`src/rtl/stride_dilation_scatter_index_defines.svh`:
```
// Assertion helpers for the scatter index block.
`ifndef STRIDE_DILATION_SCATTER_INDEX_DEFINES_SVH
`define STRIDE_DILATION_SCATTER_INDEX_DEFINES_SVH

`ifndef SYNTHESIS
`define SDSI_ASSERT_NOW(lbl, clk, rst_n, ante, cons) \
	lbl: assert property (@(posedge clk) disable iff (!rst_n) (ante) |-> (cons)) \
		else $error("sdsi assertion failed");
`define SDSI_ASSERT_NEXT(lbl, clk, rst_n, ante, cons) \
	lbl: assert property (@(posedge clk) disable iff (!rst_n) (ante) |=> (cons)) \
		else $error("sdsi assertion failed");
`else
`define SDSI_ASSERT_NOW(lbl, clk, rst_n, ante, cons)
`define SDSI_ASSERT_NEXT(lbl, clk, rst_n, ante, cons)
`endif

`endif

```
`src/rtl/sdsi_pkg.sv`:
```
package sdsi_pkg;

	localparam int MAX_DIM    = 1024;
	localparam int MAX_STRIDE = 16;
	localparam int CNT_W      = $clog2(MAX_DIM);
	localparam int DIM_W      = CNT_W + 1;
	localparam int STRIDE_W   = $clog2(MAX_STRIDE) + 1;
	localparam int GRID_W     = 15;
	localparam int DATA_W     = 32;
	localparam int IDX_W      = 38;
	localparam int SPAN_W     = CNT_W + STRIDE_W;
	localparam int POS_W      = GRID_W + 3;
	localparam int CELL_W     = 2 * GRID_W;
	localparam int REG_SEL_W  = 3;

	localparam logic [REG_SEL_W-1:0] REG_IN_HEIGHT   = 3'd0;
	localparam logic [REG_SEL_W-1:0] REG_IN_WIDTH    = 3'd1;
	localparam logic [REG_SEL_W-1:0] REG_IN_CHANNELS = 3'd2;
	localparam logic [REG_SEL_W-1:0] REG_STRIDE_ROWS = 3'd3;
	localparam logic [REG_SEL_W-1:0] REG_STRIDE_COLS = 3'd4;
	localparam logic [REG_SEL_W-1:0] REG_GRID_HEIGHT = 3'd5;
	localparam logic [REG_SEL_W-1:0] REG_GRID_WIDTH  = 3'd6;

	localparam int MID_DEPTH = 4;
	localparam int MID_PTR_W = $clog2(MID_DEPTH);
	localparam int OUT_DEPTH = 8;
	localparam int OUT_PTR_W = $clog2(OUT_DEPTH);

	// effective (clamped) configuration
	typedef struct packed {
		logic [DIM_W-1:0]    height;
		logic [DIM_W-1:0]    width;
		logic [DIM_W-1:0]    channels;
		logic [STRIDE_W-1:0] stride_r;
		logic [STRIDE_W-1:0] stride_c;
		logic [GRID_W-1:0]   grid_h;
		logic [GRID_W-1:0]   grid_w;
	} cfg_t;

	typedef struct packed {
		logic [CNT_W-1:0]  row;
		logic [CNT_W-1:0]  col;
		logic [CNT_W-1:0]  chan;
		logic [DATA_W-1:0] value;
		logic              last;
	} item_t;

	typedef struct packed {
		logic [IDX_W-1:0]  grid_index;
		logic [DATA_W-1:0] data;
		logic              in_grid;
		logic              last;
		logic              err;
	} result_t;

	function automatic logic [DIM_W-1:0] eff_dim(input logic [DIM_W-1:0] v);
		logic [DIM_W-1:0] r;
		if (v == '0)
			r = DIM_W'(1);
		else if (v > DIM_W'(MAX_DIM))
			r = DIM_W'(MAX_DIM);
		else
			r = v;
		return r;
	endfunction

	function automatic logic [STRIDE_W-1:0] eff_stride(input logic [STRIDE_W-1:0] v);
		logic [STRIDE_W-1:0] r;
		r = (v > STRIDE_W'(MAX_STRIDE)) ? STRIDE_W'(MAX_STRIDE) : v;
		return r;
	endfunction

endpackage

```
`src/rtl/sdsi_front.sv`:
```
`include "stride_dilation_scatter_index_defines.svh"

module sdsi_front (
	input  logic                        clk,
	input  logic                        arst_n,
	input  sdsi_pkg::cfg_t              cfg,
	input  logic                        restart,
	input  logic                        push,
	output logic                        full,
	input  logic [sdsi_pkg::DATA_W-1:0] value,
	input  logic                        q_pop,
	output logic                        q_empty,
	output sdsi_pkg::item_t             q_item
);

	logic [sdsi_pkg::CNT_W-1:0] row_q, col_q, chan_q;
	logic [sdsi_pkg::CNT_W-1:0] row_max, col_max, chan_max;
	logic                       row_last, col_last, chan_last, accept;
	sdsi_pkg::item_t            new_item;

	sdsi_pkg::item_t              mem_q [sdsi_pkg::MID_DEPTH];
	logic [sdsi_pkg::MID_PTR_W-1:0] wr_ptr_q, rd_ptr_q;
	logic [sdsi_pkg::MID_PTR_W:0]   cnt_q;

	assign row_max   = sdsi_pkg::CNT_W'(cfg.height - 1'b1);
	assign col_max   = sdsi_pkg::CNT_W'(cfg.width - 1'b1);
	assign chan_max  = sdsi_pkg::CNT_W'(cfg.channels - 1'b1);
	assign row_last  = (row_q == row_max);
	assign col_last  = (col_q == col_max);
	assign chan_last = (chan_q == chan_max);

	assign full   = (cnt_q == (sdsi_pkg::MID_PTR_W+1)'(sdsi_pkg::MID_DEPTH));
	assign accept = push && !full;

	always_comb begin
		new_item.row   = row_q;
		new_item.col   = col_q;
		new_item.chan  = chan_q;
		new_item.value = value;
		new_item.last  = row_last && col_last && chan_last;
	end

	always_ff @(posedge clk or negedge arst_n) begin
		if (!arst_n) begin
			row_q  <= '0;
			col_q  <= '0;
			chan_q <= '0;
		end else if (restart) begin
			row_q  <= '0;
			col_q  <= '0;
			chan_q <= '0;
		end else if (accept) begin
			if (!chan_last) begin
				chan_q <= chan_q + 1'b1;
			end else begin
				chan_q <= '0;
				if (!col_last) begin
					col_q <= col_q + 1'b1;
				end else begin
					col_q <= '0;
					row_q <= row_last ? '0 : row_q + 1'b1;
				end
			end
		end
	end

	// transaction queue toward the back end
	assign q_empty = (cnt_q == '0);
	assign q_item  = mem_q[rd_ptr_q];

	always_ff @(posedge clk or negedge arst_n) begin
		if (!arst_n) begin
			wr_ptr_q <= '0;
			rd_ptr_q <= '0;
			cnt_q    <= '0;
		end else begin
			if (accept)
				wr_ptr_q <= wr_ptr_q + 1'b1;
			if (q_pop)
				rd_ptr_q <= rd_ptr_q + 1'b1;
			if (accept && !q_pop)
				cnt_q <= cnt_q + 1'b1;
			else if (!accept && q_pop)
				cnt_q <= cnt_q - 1'b1;
		end
	end

	always_ff @(posedge clk) begin
		if (accept)
			mem_q[wr_ptr_q] <= new_item;
	end

	`SDSI_ASSERT_NOW(a_mid_cnt_bound, clk, arst_n, 1'b1,
		cnt_q <= (sdsi_pkg::MID_PTR_W+1)'(sdsi_pkg::MID_DEPTH))
	`SDSI_ASSERT_NOW(a_cnt_in_range, clk, arst_n, 1'b1,
		(row_q <= row_max) && (col_q <= col_max) && (chan_q <= chan_max))
	`SDSI_ASSERT_NEXT(a_frame_wrap, clk, arst_n, accept && new_item.last,
		(row_q == '0) && (col_q == '0) && (chan_q == '0))

endmodule

```
`src/rtl/sdsi_back.sv`:
```
`include "stride_dilation_scatter_index_defines.svh"

module sdsi_back (
	input  logic              clk,
	input  logic              arst_n,
	input  sdsi_pkg::cfg_t    cfg,
	input  logic              q_empty,
	input  sdsi_pkg::item_t   q_item,
	output logic              q_pop,
	input  logic              pop,
	output logic              empty,
	output sdsi_pkg::result_t res
);

	localparam int CNT_W = sdsi_pkg::OUT_PTR_W + 1;

	// stage 1: offsets and spans
	logic                          v_s1;
	logic [sdsi_pkg::SPAN_W-1:0]   row_off_s1, col_off_s1, span_r_s1, span_c_s1;
	logic [sdsi_pkg::CNT_W-1:0]    chan_s1;
	logic [sdsi_pkg::DATA_W-1:0]   value_s1;
	logic                          last_s1;
	// stage 2: signed grid positions
	logic                          v_s2;
	logic signed [sdsi_pkg::POS_W-1:0] pos_r_s2, pos_c_s2;
	logic [sdsi_pkg::CNT_W-1:0]    chan_s2;
	logic [sdsi_pkg::DATA_W-1:0]   value_s2;
	logic                          last_s2;
	// stage 3: cell number and inside test
	logic                          v_s3;
	logic [sdsi_pkg::CELL_W-1:0]   cell_s3;
	logic                          ok_s3;
	logic                          err_s3;
	logic [sdsi_pkg::CNT_W-1:0]    chan_s3;
	logic [sdsi_pkg::DATA_W-1:0]   value_s3;
	logic                          last_s3;

	logic [sdsi_pkg::SPAN_W-1:0]       row_off, col_off, span_r, span_c;
	logic signed [sdsi_pkg::POS_W-1:0] diff_r, diff_c, half_r, half_c, pos_r, pos_c;
	logic                              in_r, in_c, err;
	logic [sdsi_pkg::CELL_W-1:0]       cell_num;
	logic [sdsi_pkg::IDX_W-1:0]        idx;
	sdsi_pkg::result_t                 new_res;

	sdsi_pkg::result_t              mem_q [sdsi_pkg::OUT_DEPTH];
	logic [sdsi_pkg::OUT_PTR_W-1:0] wr_ptr_q, rd_ptr_q;
	logic [CNT_W-1:0]               cnt_q;
	logic [CNT_W-1:0]               inflight, committed;
	logic                           out_pop;

	// launch only when every transaction in flight has a slot waiting
	assign inflight  = CNT_W'(v_s1) + CNT_W'(v_s2) + CNT_W'(v_s3);
	assign committed = cnt_q + inflight;
	assign q_pop     = !q_empty && (committed < CNT_W'(sdsi_pkg::OUT_DEPTH));

	always_comb begin
		row_off = sdsi_pkg::SPAN_W'(q_item.row) * sdsi_pkg::SPAN_W'(cfg.stride_r);
		col_off = sdsi_pkg::SPAN_W'(q_item.col) * sdsi_pkg::SPAN_W'(cfg.stride_c);
		span_r  = sdsi_pkg::SPAN_W'(sdsi_pkg::CNT_W'(cfg.height - 1'b1))
			* sdsi_pkg::SPAN_W'(cfg.stride_r);
		span_c  = sdsi_pkg::SPAN_W'(sdsi_pkg::CNT_W'(cfg.width - 1'b1))
			* sdsi_pkg::SPAN_W'(cfg.stride_c);
	end

	// half padding, truncated toward zero
	always_comb begin
		diff_r = $signed({3'b000, cfg.grid_h}) - $signed({3'b000, span_r_s1})
			- sdsi_pkg::POS_W'(1);
		diff_c = $signed({3'b000, cfg.grid_w}) - $signed({3'b000, span_c_s1})
			- sdsi_pkg::POS_W'(1);
		half_r = (diff_r + $signed(sdsi_pkg::POS_W'(diff_r[sdsi_pkg::POS_W-1]))) >>> 1;
		half_c = (diff_c + $signed(sdsi_pkg::POS_W'(diff_c[sdsi_pkg::POS_W-1]))) >>> 1;
		pos_r  = half_r + $signed({3'b000, row_off_s1});
		pos_c  = half_c + $signed({3'b000, col_off_s1});
	end

	always_comb begin
		err  = (cfg.stride_r == '0) || (cfg.stride_c == '0);
		in_r = !pos_r_s2[sdsi_pkg::POS_W-1] && (pos_r_s2 < $signed({3'b000, cfg.grid_h}));
		in_c = !pos_c_s2[sdsi_pkg::POS_W-1] && (pos_c_s2 < $signed({3'b000, cfg.grid_w}));
		cell_num = sdsi_pkg::CELL_W'(pos_r_s2[sdsi_pkg::GRID_W-1:0])
			* sdsi_pkg::CELL_W'(cfg.grid_w)
			+ sdsi_pkg::CELL_W'(pos_c_s2[sdsi_pkg::GRID_W-1:0]);
	end

	always_comb begin
		idx = sdsi_pkg::IDX_W'(cell_s3) * sdsi_pkg::IDX_W'(cfg.channels)
			+ sdsi_pkg::IDX_W'(chan_s3);
		new_res.grid_index = ok_s3 ? idx : '0;
		new_res.data       = value_s3;
		new_res.in_grid    = ok_s3;
		new_res.last       = last_s3;
		new_res.err        = err_s3;
	end

	always_ff @(posedge clk or negedge arst_n) begin
		if (!arst_n) begin
			v_s1 <= 1'b0;
			v_s2 <= 1'b0;
			v_s3 <= 1'b0;
		end else begin
			v_s1 <= q_pop;
			v_s2 <= v_s1;
			v_s3 <= v_s2;
		end
	end

	always_ff @(posedge clk) begin
		row_off_s1 <= row_off;
		col_off_s1 <= col_off;
		span_r_s1  <= span_r;
		span_c_s1  <= span_c;
		chan_s1    <= q_item.chan;
		value_s1   <= q_item.value;
		last_s1    <= q_item.last;

		pos_r_s2   <= pos_r;
		pos_c_s2   <= pos_c;
		chan_s2    <= chan_s1;
		value_s2   <= value_s1;
		last_s2    <= last_s1;

		cell_s3    <= cell_num;
		ok_s3      <= in_r && in_c && !err;
		err_s3     <= err;
		chan_s3    <= chan_s2;
		value_s3   <= value_s2;
		last_s3    <= last_s2;
	end

	// result queue
	assign empty   = (cnt_q == '0);
	assign out_pop = pop && !empty;
	assign res     = mem_q[rd_ptr_q];

	always_ff @(posedge clk or negedge arst_n) begin
		if (!arst_n) begin
			wr_ptr_q <= '0;
			rd_ptr_q <= '0;
			cnt_q    <= '0;
		end else begin
			if (v_s3)
				wr_ptr_q <= wr_ptr_q + 1'b1;
			if (out_pop)
				rd_ptr_q <= rd_ptr_q + 1'b1;
			if (v_s3 && !out_pop)
				cnt_q <= cnt_q + 1'b1;
			else if (!v_s3 && out_pop)
				cnt_q <= cnt_q - 1'b1;
		end
	end

	always_ff @(posedge clk) begin
		if (v_s3)
			mem_q[wr_ptr_q] <= new_res;
	end

	`SDSI_ASSERT_NOW(a_credit_bound, clk, arst_n, 1'b1,
		committed <= CNT_W'(sdsi_pkg::OUT_DEPTH))
	`SDSI_ASSERT_NEXT(a_launch_to_s1, clk, arst_n, q_pop, v_s1)
	`SDSI_ASSERT_NOW(a_err_no_write, clk, arst_n, v_s3 && err_s3,
		!ok_s3 && (new_res.grid_index == '0))

endmodule

```
`src/rtl/stride_dilation_scatter_index.sv`:
```
// Scatter index generator for zero-insertion upsampling. Feature map elements are pushed in
// row, column, channel order; each one yields a result with its flat index in the dilated
// output grid, the element itself, an inside flag (0 when the position is cropped), a
// frame-last flag and a config error flag (either stride zero, nothing written). One element
// per cycle is sustained while results are popped in time; each passes the input queue,
// three address arithmetic stages (grid row times grid width, then cell times channel
// count) and the result queue. Any write to a listed register restarts the frame; the user
// sees that registers are written only while no transaction is in flight (not enforced).
`include "stride_dilation_scatter_index_defines.svh"

module stride_dilation_scatter_index (
	input  logic                                 clk,
	input  logic                                 arst_n,
	input  logic                                 cfg_we,
	input  logic [sdsi_pkg::REG_SEL_W-1:0]       cfg_index,
	input  logic [sdsi_pkg::GRID_W-1:0]          cfg_wdata,
	input  logic                                 push,
	output logic                                 full,
	input  logic [sdsi_pkg::DATA_W-1:0]          value,
	input  logic                                 pop,
	output logic                                 empty,
	output logic [sdsi_pkg::IDX_W-1:0]           grid_index,
	output logic [sdsi_pkg::DATA_W-1:0]          data,
	output logic                                 inside_res,
	output logic                                 frame_last,
	output logic                                 config_error
);

	logic [sdsi_pkg::DIM_W-1:0]    in_height_q, in_width_q, in_channels_q;
	logic [sdsi_pkg::STRIDE_W-1:0] stride_rows_q, stride_cols_q;
	logic [sdsi_pkg::GRID_W-1:0]   grid_height_q, grid_width_q;
	logic                          restart;
	sdsi_pkg::cfg_t                cfg;
	logic                          q_pop, q_empty;
	sdsi_pkg::item_t               q_item;
	sdsi_pkg::result_t             res;

	always_comb begin
		case (cfg_index)
			sdsi_pkg::REG_IN_HEIGHT, sdsi_pkg::REG_IN_WIDTH, sdsi_pkg::REG_IN_CHANNELS,
			sdsi_pkg::REG_STRIDE_ROWS, sdsi_pkg::REG_STRIDE_COLS,
			sdsi_pkg::REG_GRID_HEIGHT, sdsi_pkg::REG_GRID_WIDTH: restart = cfg_we;
			default: restart = 1'b0;
		endcase
	end

	always_ff @(posedge clk or negedge arst_n) begin
		if (!arst_n) begin
			in_height_q   <= sdsi_pkg::DIM_W'(1);
			in_width_q    <= sdsi_pkg::DIM_W'(1);
			in_channels_q <= sdsi_pkg::DIM_W'(1);
			stride_rows_q <= sdsi_pkg::STRIDE_W'(1);
			stride_cols_q <= sdsi_pkg::STRIDE_W'(1);
			grid_height_q <= sdsi_pkg::GRID_W'(1);
			grid_width_q  <= sdsi_pkg::GRID_W'(1);
		end else if (cfg_we) begin
			case (cfg_index)
				sdsi_pkg::REG_IN_HEIGHT:   in_height_q   <= cfg_wdata[sdsi_pkg::DIM_W-1:0];
				sdsi_pkg::REG_IN_WIDTH:    in_width_q    <= cfg_wdata[sdsi_pkg::DIM_W-1:0];
				sdsi_pkg::REG_IN_CHANNELS: in_channels_q <= cfg_wdata[sdsi_pkg::DIM_W-1:0];
				sdsi_pkg::REG_STRIDE_ROWS: stride_rows_q <= cfg_wdata[sdsi_pkg::STRIDE_W-1:0];
				sdsi_pkg::REG_STRIDE_COLS: stride_cols_q <= cfg_wdata[sdsi_pkg::STRIDE_W-1:0];
				sdsi_pkg::REG_GRID_HEIGHT: grid_height_q <= cfg_wdata;
				sdsi_pkg::REG_GRID_WIDTH:  grid_width_q  <= cfg_wdata;
				default: ;
			endcase
		end
	end

	always_comb begin
		cfg.height   = sdsi_pkg::eff_dim(in_height_q);
		cfg.width    = sdsi_pkg::eff_dim(in_width_q);
		cfg.channels = sdsi_pkg::eff_dim(in_channels_q);
		cfg.stride_r = sdsi_pkg::eff_stride(stride_rows_q);
		cfg.stride_c = sdsi_pkg::eff_stride(stride_cols_q);
		cfg.grid_h   = grid_height_q;
		cfg.grid_w   = grid_width_q;
	end

	sdsi_front u_front (
		.clk     (clk),
		.arst_n  (arst_n),
		.cfg     (cfg),
		.restart (restart),
		.push    (push),
		.full    (full),
		.value   (value),
		.q_pop   (q_pop),
		.q_empty (q_empty),
		.q_item  (q_item)
	);

	sdsi_back u_back (
		.clk     (clk),
		.arst_n  (arst_n),
		.cfg     (cfg),
		.q_empty (q_empty),
		.q_item  (q_item),
		.q_pop   (q_pop),
		.pop     (pop),
		.empty   (empty),
		.res     (res)
	);

	assign grid_index   = res.grid_index;
	assign data         = res.data;
	assign inside_res   = res.in_grid;
	assign frame_last   = res.last;
	assign config_error = res.err;

	`SDSI_ASSERT_NOW(a_dims_clamped, clk, arst_n, 1'b1,
		(cfg.height != '0) && (cfg.width != '0) && (cfg.channels != '0))
	`SDSI_ASSERT_NOW(a_strides_clamped, clk, arst_n, 1'b1,
		(cfg.stride_r <= sdsi_pkg::STRIDE_W'(sdsi_pkg::MAX_STRIDE))
		&& (cfg.stride_c <= sdsi_pkg::STRIDE_W'(sdsi_pkg::MAX_STRIDE)))
	`SDSI_ASSERT_NOW(a_err_not_inside, clk, arst_n, !empty && config_error, !inside_res)

endmodule
```
`config.mk`:
```
export PLATFORM = sky130hd
export DESIGN_NAME = stride_dilation_scatter_index
export DESIGN_NICKNAME = d
export VERILOG_FILES = /design/src/rtl/sdsi_pkg.sv /design/src/rtl/sdsi_front.sv /design/src/rtl/sdsi_back.sv /design/src/rtl/stride_dilation_scatter_index.sv
export VERILOG_INCLUDE_DIRS = /design/src /design/src/rtl
export SDC_FILE = /design/constraint.sdc
export NUM_CORES = 2
export LEC_CHECK = 0
export BUFFER_PORTS_ARGS = -buffer_cell sky130_fd_sc_hd__buf_2
export CAP_MARGIN = 20
export CORE_AREA = 2 2 406 408
export CTS_CLUSTER_DIAMETER = 200
export CTS_CLUSTER_SIZE = 10
export DETAILED_ROUTE_END_ITERATION = 16
export DIE_AREA = 0 0 408 410
export GPL_TIMING_DRIVEN = 0
export SLEW_MARGIN = 40
export SYNTH_ARGS = -nofsm -noshare
export SYNTH_HDL_FRONTEND = slang
export SYNTH_HIERARCHICAL = 1
export SYNTH_SLANG_ARGS = --single-unit
```
`constraint.sdc`:
```
create_clock -name clk -period 7.1 [get_ports clk]
set_input_delay 1.42 -clock clk [delete_from_list [all_inputs] [get_ports clk]]
set_output_delay 1.42 -clock clk [all_outputs]
set_load 0.03 [all_outputs]
```
==> results by stage <==
Die:
- The die span in y is 410 µm.
- Once the floorplan was initialized, standard cells occupied 44.50% of the core.
- The floorplan step set the die width to 408 µm.
- Row generation in the floorplan step produced 149 rows.
- The I/O pin count is 130.
- The overall die area is 167,300 µm².
- The area of the core is 163,500 µm².

Layout:
- The post-route netlist has 15.44% of its cells at a drive strength greater than 1.
- The number of standard cells in the final layout excluding fillers is 8,365.
- With fillers left out, the area of the finished cells amounts to 82,240 µm².
- The count of filler cells inserted in the layout is 14,310.
- The net count of the finished layout is 7,054.
- The top cell types in the final layout, fill and taps aside, are edfxtp_1, inv_1, fa_1.
- The most common cell after layout, fill and taps aside is edfxtp_1.
- Compared with the post-synthesis result, the final layout area differs by 13.05%.

Clock tree:
- The number of clock buffers added by TritonCTS is 139.
- The TritonCTS sink count is 1,216.
- After clock tree synthesis, the clock-pin slew on the worst setup and hold paths is 0.05 ns.
- The clock insertion delay at the later pin of the skew report is 0.79 ns.
- The count of H-tree levels built during CTS is 4.
- The TritonCTS clock tree is built.
- The longest clock path from root to sink contains 3 buffers.
- The buffer cell driving the clock tree root is clkbuf_16.

Worst setup path:
- By startpoint and endpoint, the worst setup path is classified as reg2reg.
- At the worst endpoint, the required time is 7.60 ns.
- Along the worst path, the maximum fanout reaches 10.
- STA classifies the critical path endpoint as a flip-flop.
- The endpoint arrival time on the critical path is 7.30 ns.
- The launching element type of the critical path is a flip-flop.

Placed design:
- The final weighted congestion in routability-driven placement is 0.8692.
- Detailed placement ended at an HPWL of 128,300 µm.
- The number of port buffers is 126.
- The instance count after placement with tap cells included is 8,096.
- In this run the cell area measured after placement is 77,380 µm².

GRT:
- The first global-routing pass estimated 265,100 µm of wire.
- The initial antenna violation count is 14.
- Global routing consumed, over all layers together, 20.46% of the routing resources.
- The aggregate global routing overflow is 0.
- The via count of the first global-routing pass was 45,820.
- Entering global routing, the biggest net connects 66 pins.

Drt:
- The total vias in the final route is 44,080.
- The number of vias per cell is 5.269.
- The final layout contains routed wiring with a total length of 170,600 µm.
- The antenna violation net count after detailed routing is 0.
- The remaining routing DRC violations is 0.
- The first detailed-routing pass took 6 iterations.
- The first-iteration detailed-routing DRC count is 2,810.
- Dividing the detail-routed wire length by the instance count gives 20.39 µm.

Min path:
- The path class of the tightest hold or removal check is reg2reg.

STA:
- The final-report hold violation count is 0.
- The final setup violation count is 0.
- The normalized max-slew margin is 43.44%.
- The total count of max-transition violations in the final report came to 0.
- At the pin with the least slew margin, the transition time is 0.8485 ns.
- The clock arrives with 0.08642 ns of skew.
- The final sum of negative setup slack is 0 ns.
- Setup repair after global routing could not meet its margin everywhere.
- The portion of the clock cycle consumed by the worst path in the final layout is 95.91%.
- Counting I/O delays and the setup requirement, the final critical path takes 6.810 ns.
- The achievable clock frequency is 0.1468 GHz.

Synth:
- The gate count after technology mapping is 5,711.
- The average footprint of a synthesized cell is 12.74 µm².
- The synthesized netlist net count is 6,699.
- The mapped netlist covers 72,750 µm².
- The count of synthesis-stage warnings from yosys is 6.

Run:
- The number of violations of the max-capacitance limit is 0.

Outcome:
- The run finished with clean final reports.
## cell type report
class                   count  area (µm²)  share of cell area (%)
multi-input cells        3529       36080                   43.87
flip-flops and latches   1216       33340                   40.54
clock buffers             234        3855                   4.687
inverters                 747        2804                   3.409
well taps                2189        2739                   3.330
repair buffers            217        1917                   2.331
plain buffers             216        1124                   1.366
clock inverters            15       384.1                  0.4670
diodes                      2       5.005                0.006085
## sequential cells by signal (all words and copies together) (netlist names), 18 cells and up
register         cells
u_back/value_s3     32
u_back/pos_r_s2     18
u_back/value_s2     32
u_front/mem_q      252
u_back/mem_q       584
u_back/cell_s3      30
u_back/pos_c_s2     18
u_back/value_s1     32
## per-stage QoR
stage | utilization [%] | setup WS (ns) | hold WS, ns
5_1_grt | 50.30 | -0.01548 | 0.2700
3_3_place_gp | 46.56 | -4.323 | 0.3102
2_1_floorplan | - | 0.2451 | 0.3096
6_report | 50.30 | 0.2902 | 0.2682
4_1_cts | 50.17 | 0.002588 | 0.2845
3_5_place_dp | 47.33 | -1.953 | 0.3121
## timing repair
item	CTS	global route
hold buffers	0	0
gates resized for setup	95	87
setup buffers	16	5
pin swaps	6	13
endpoints found under the hold margin	0	0
endpoints found under the setup margin	218	104
## final timing paths
kind / from / end / slack [ns] / cells past startpoint
setup / recovery: in_channels_q[10]$_DFFE_PN0P_ / u_back/mem_q[4][72]$_DFFE_PP_ / 0.29 / 24
hold / removal: u_back/chan_s1[7]$_DFF_P_ / u_back/chan_s2[7]$_DFF_P_ / 0.27 / 0
setup reg to reg: in_channels_q[10]$_DFFE_PN0P_ / u_back/mem_q[4][72]$_DFFE_PP_ / 0.29 / 24
hold reg to reg: u_back/chan_s1[7]$_DFF_P_ / u_back/chan_s2[7]$_DFF_P_ / 0.27 / 0
max in group asynchronous: arst_n / u_back/wr_ptr_q[1]$_DFFE_PN0P_ / 5.66 / 3
min in group asynchronous: arst_n / in_height_q[6]$_DFFE_PN0P_ / 0.47 / 1
## worst max-delay path, cell delays in order (launching register included)
cell and delay, ns:
dfrtp_2 0.44, buf_12 0.17, nor2b_4 0.26, buf_8 0.18
nand2_1 0.08, fa_1 0.53, fa_1 0.54, inv_1 0.07
fa_1 0.52, fa_1 0.54, inv_1 0.05, fa_1 0.52
inv_1 0.04, ha_2 0.31, a21o_1 0.16, a21o_1 0.18
a21oi_2 0.16, o21ai_1 0.11, o21ai_2 0.20, o211ai_1 0.20
a221oi_2 0.37, o2111ai_2 0.19, a221oi_4 0.32, xnor2_2 0.17
and2_4 0.23
## metal layers
layer,track usage [%],wire length (µm),vias to the layer above
met5,0,0,-
met4,5.485,4074,0
met3,2.636,7081,224
met2,35.62,85900,944
met1,26.97,73510,22600
li1,-,-,20310
Power is left out: the tool's default activity adds up to more than one toggle a clock period on the data nets, which glitch-free logic cannot reach.
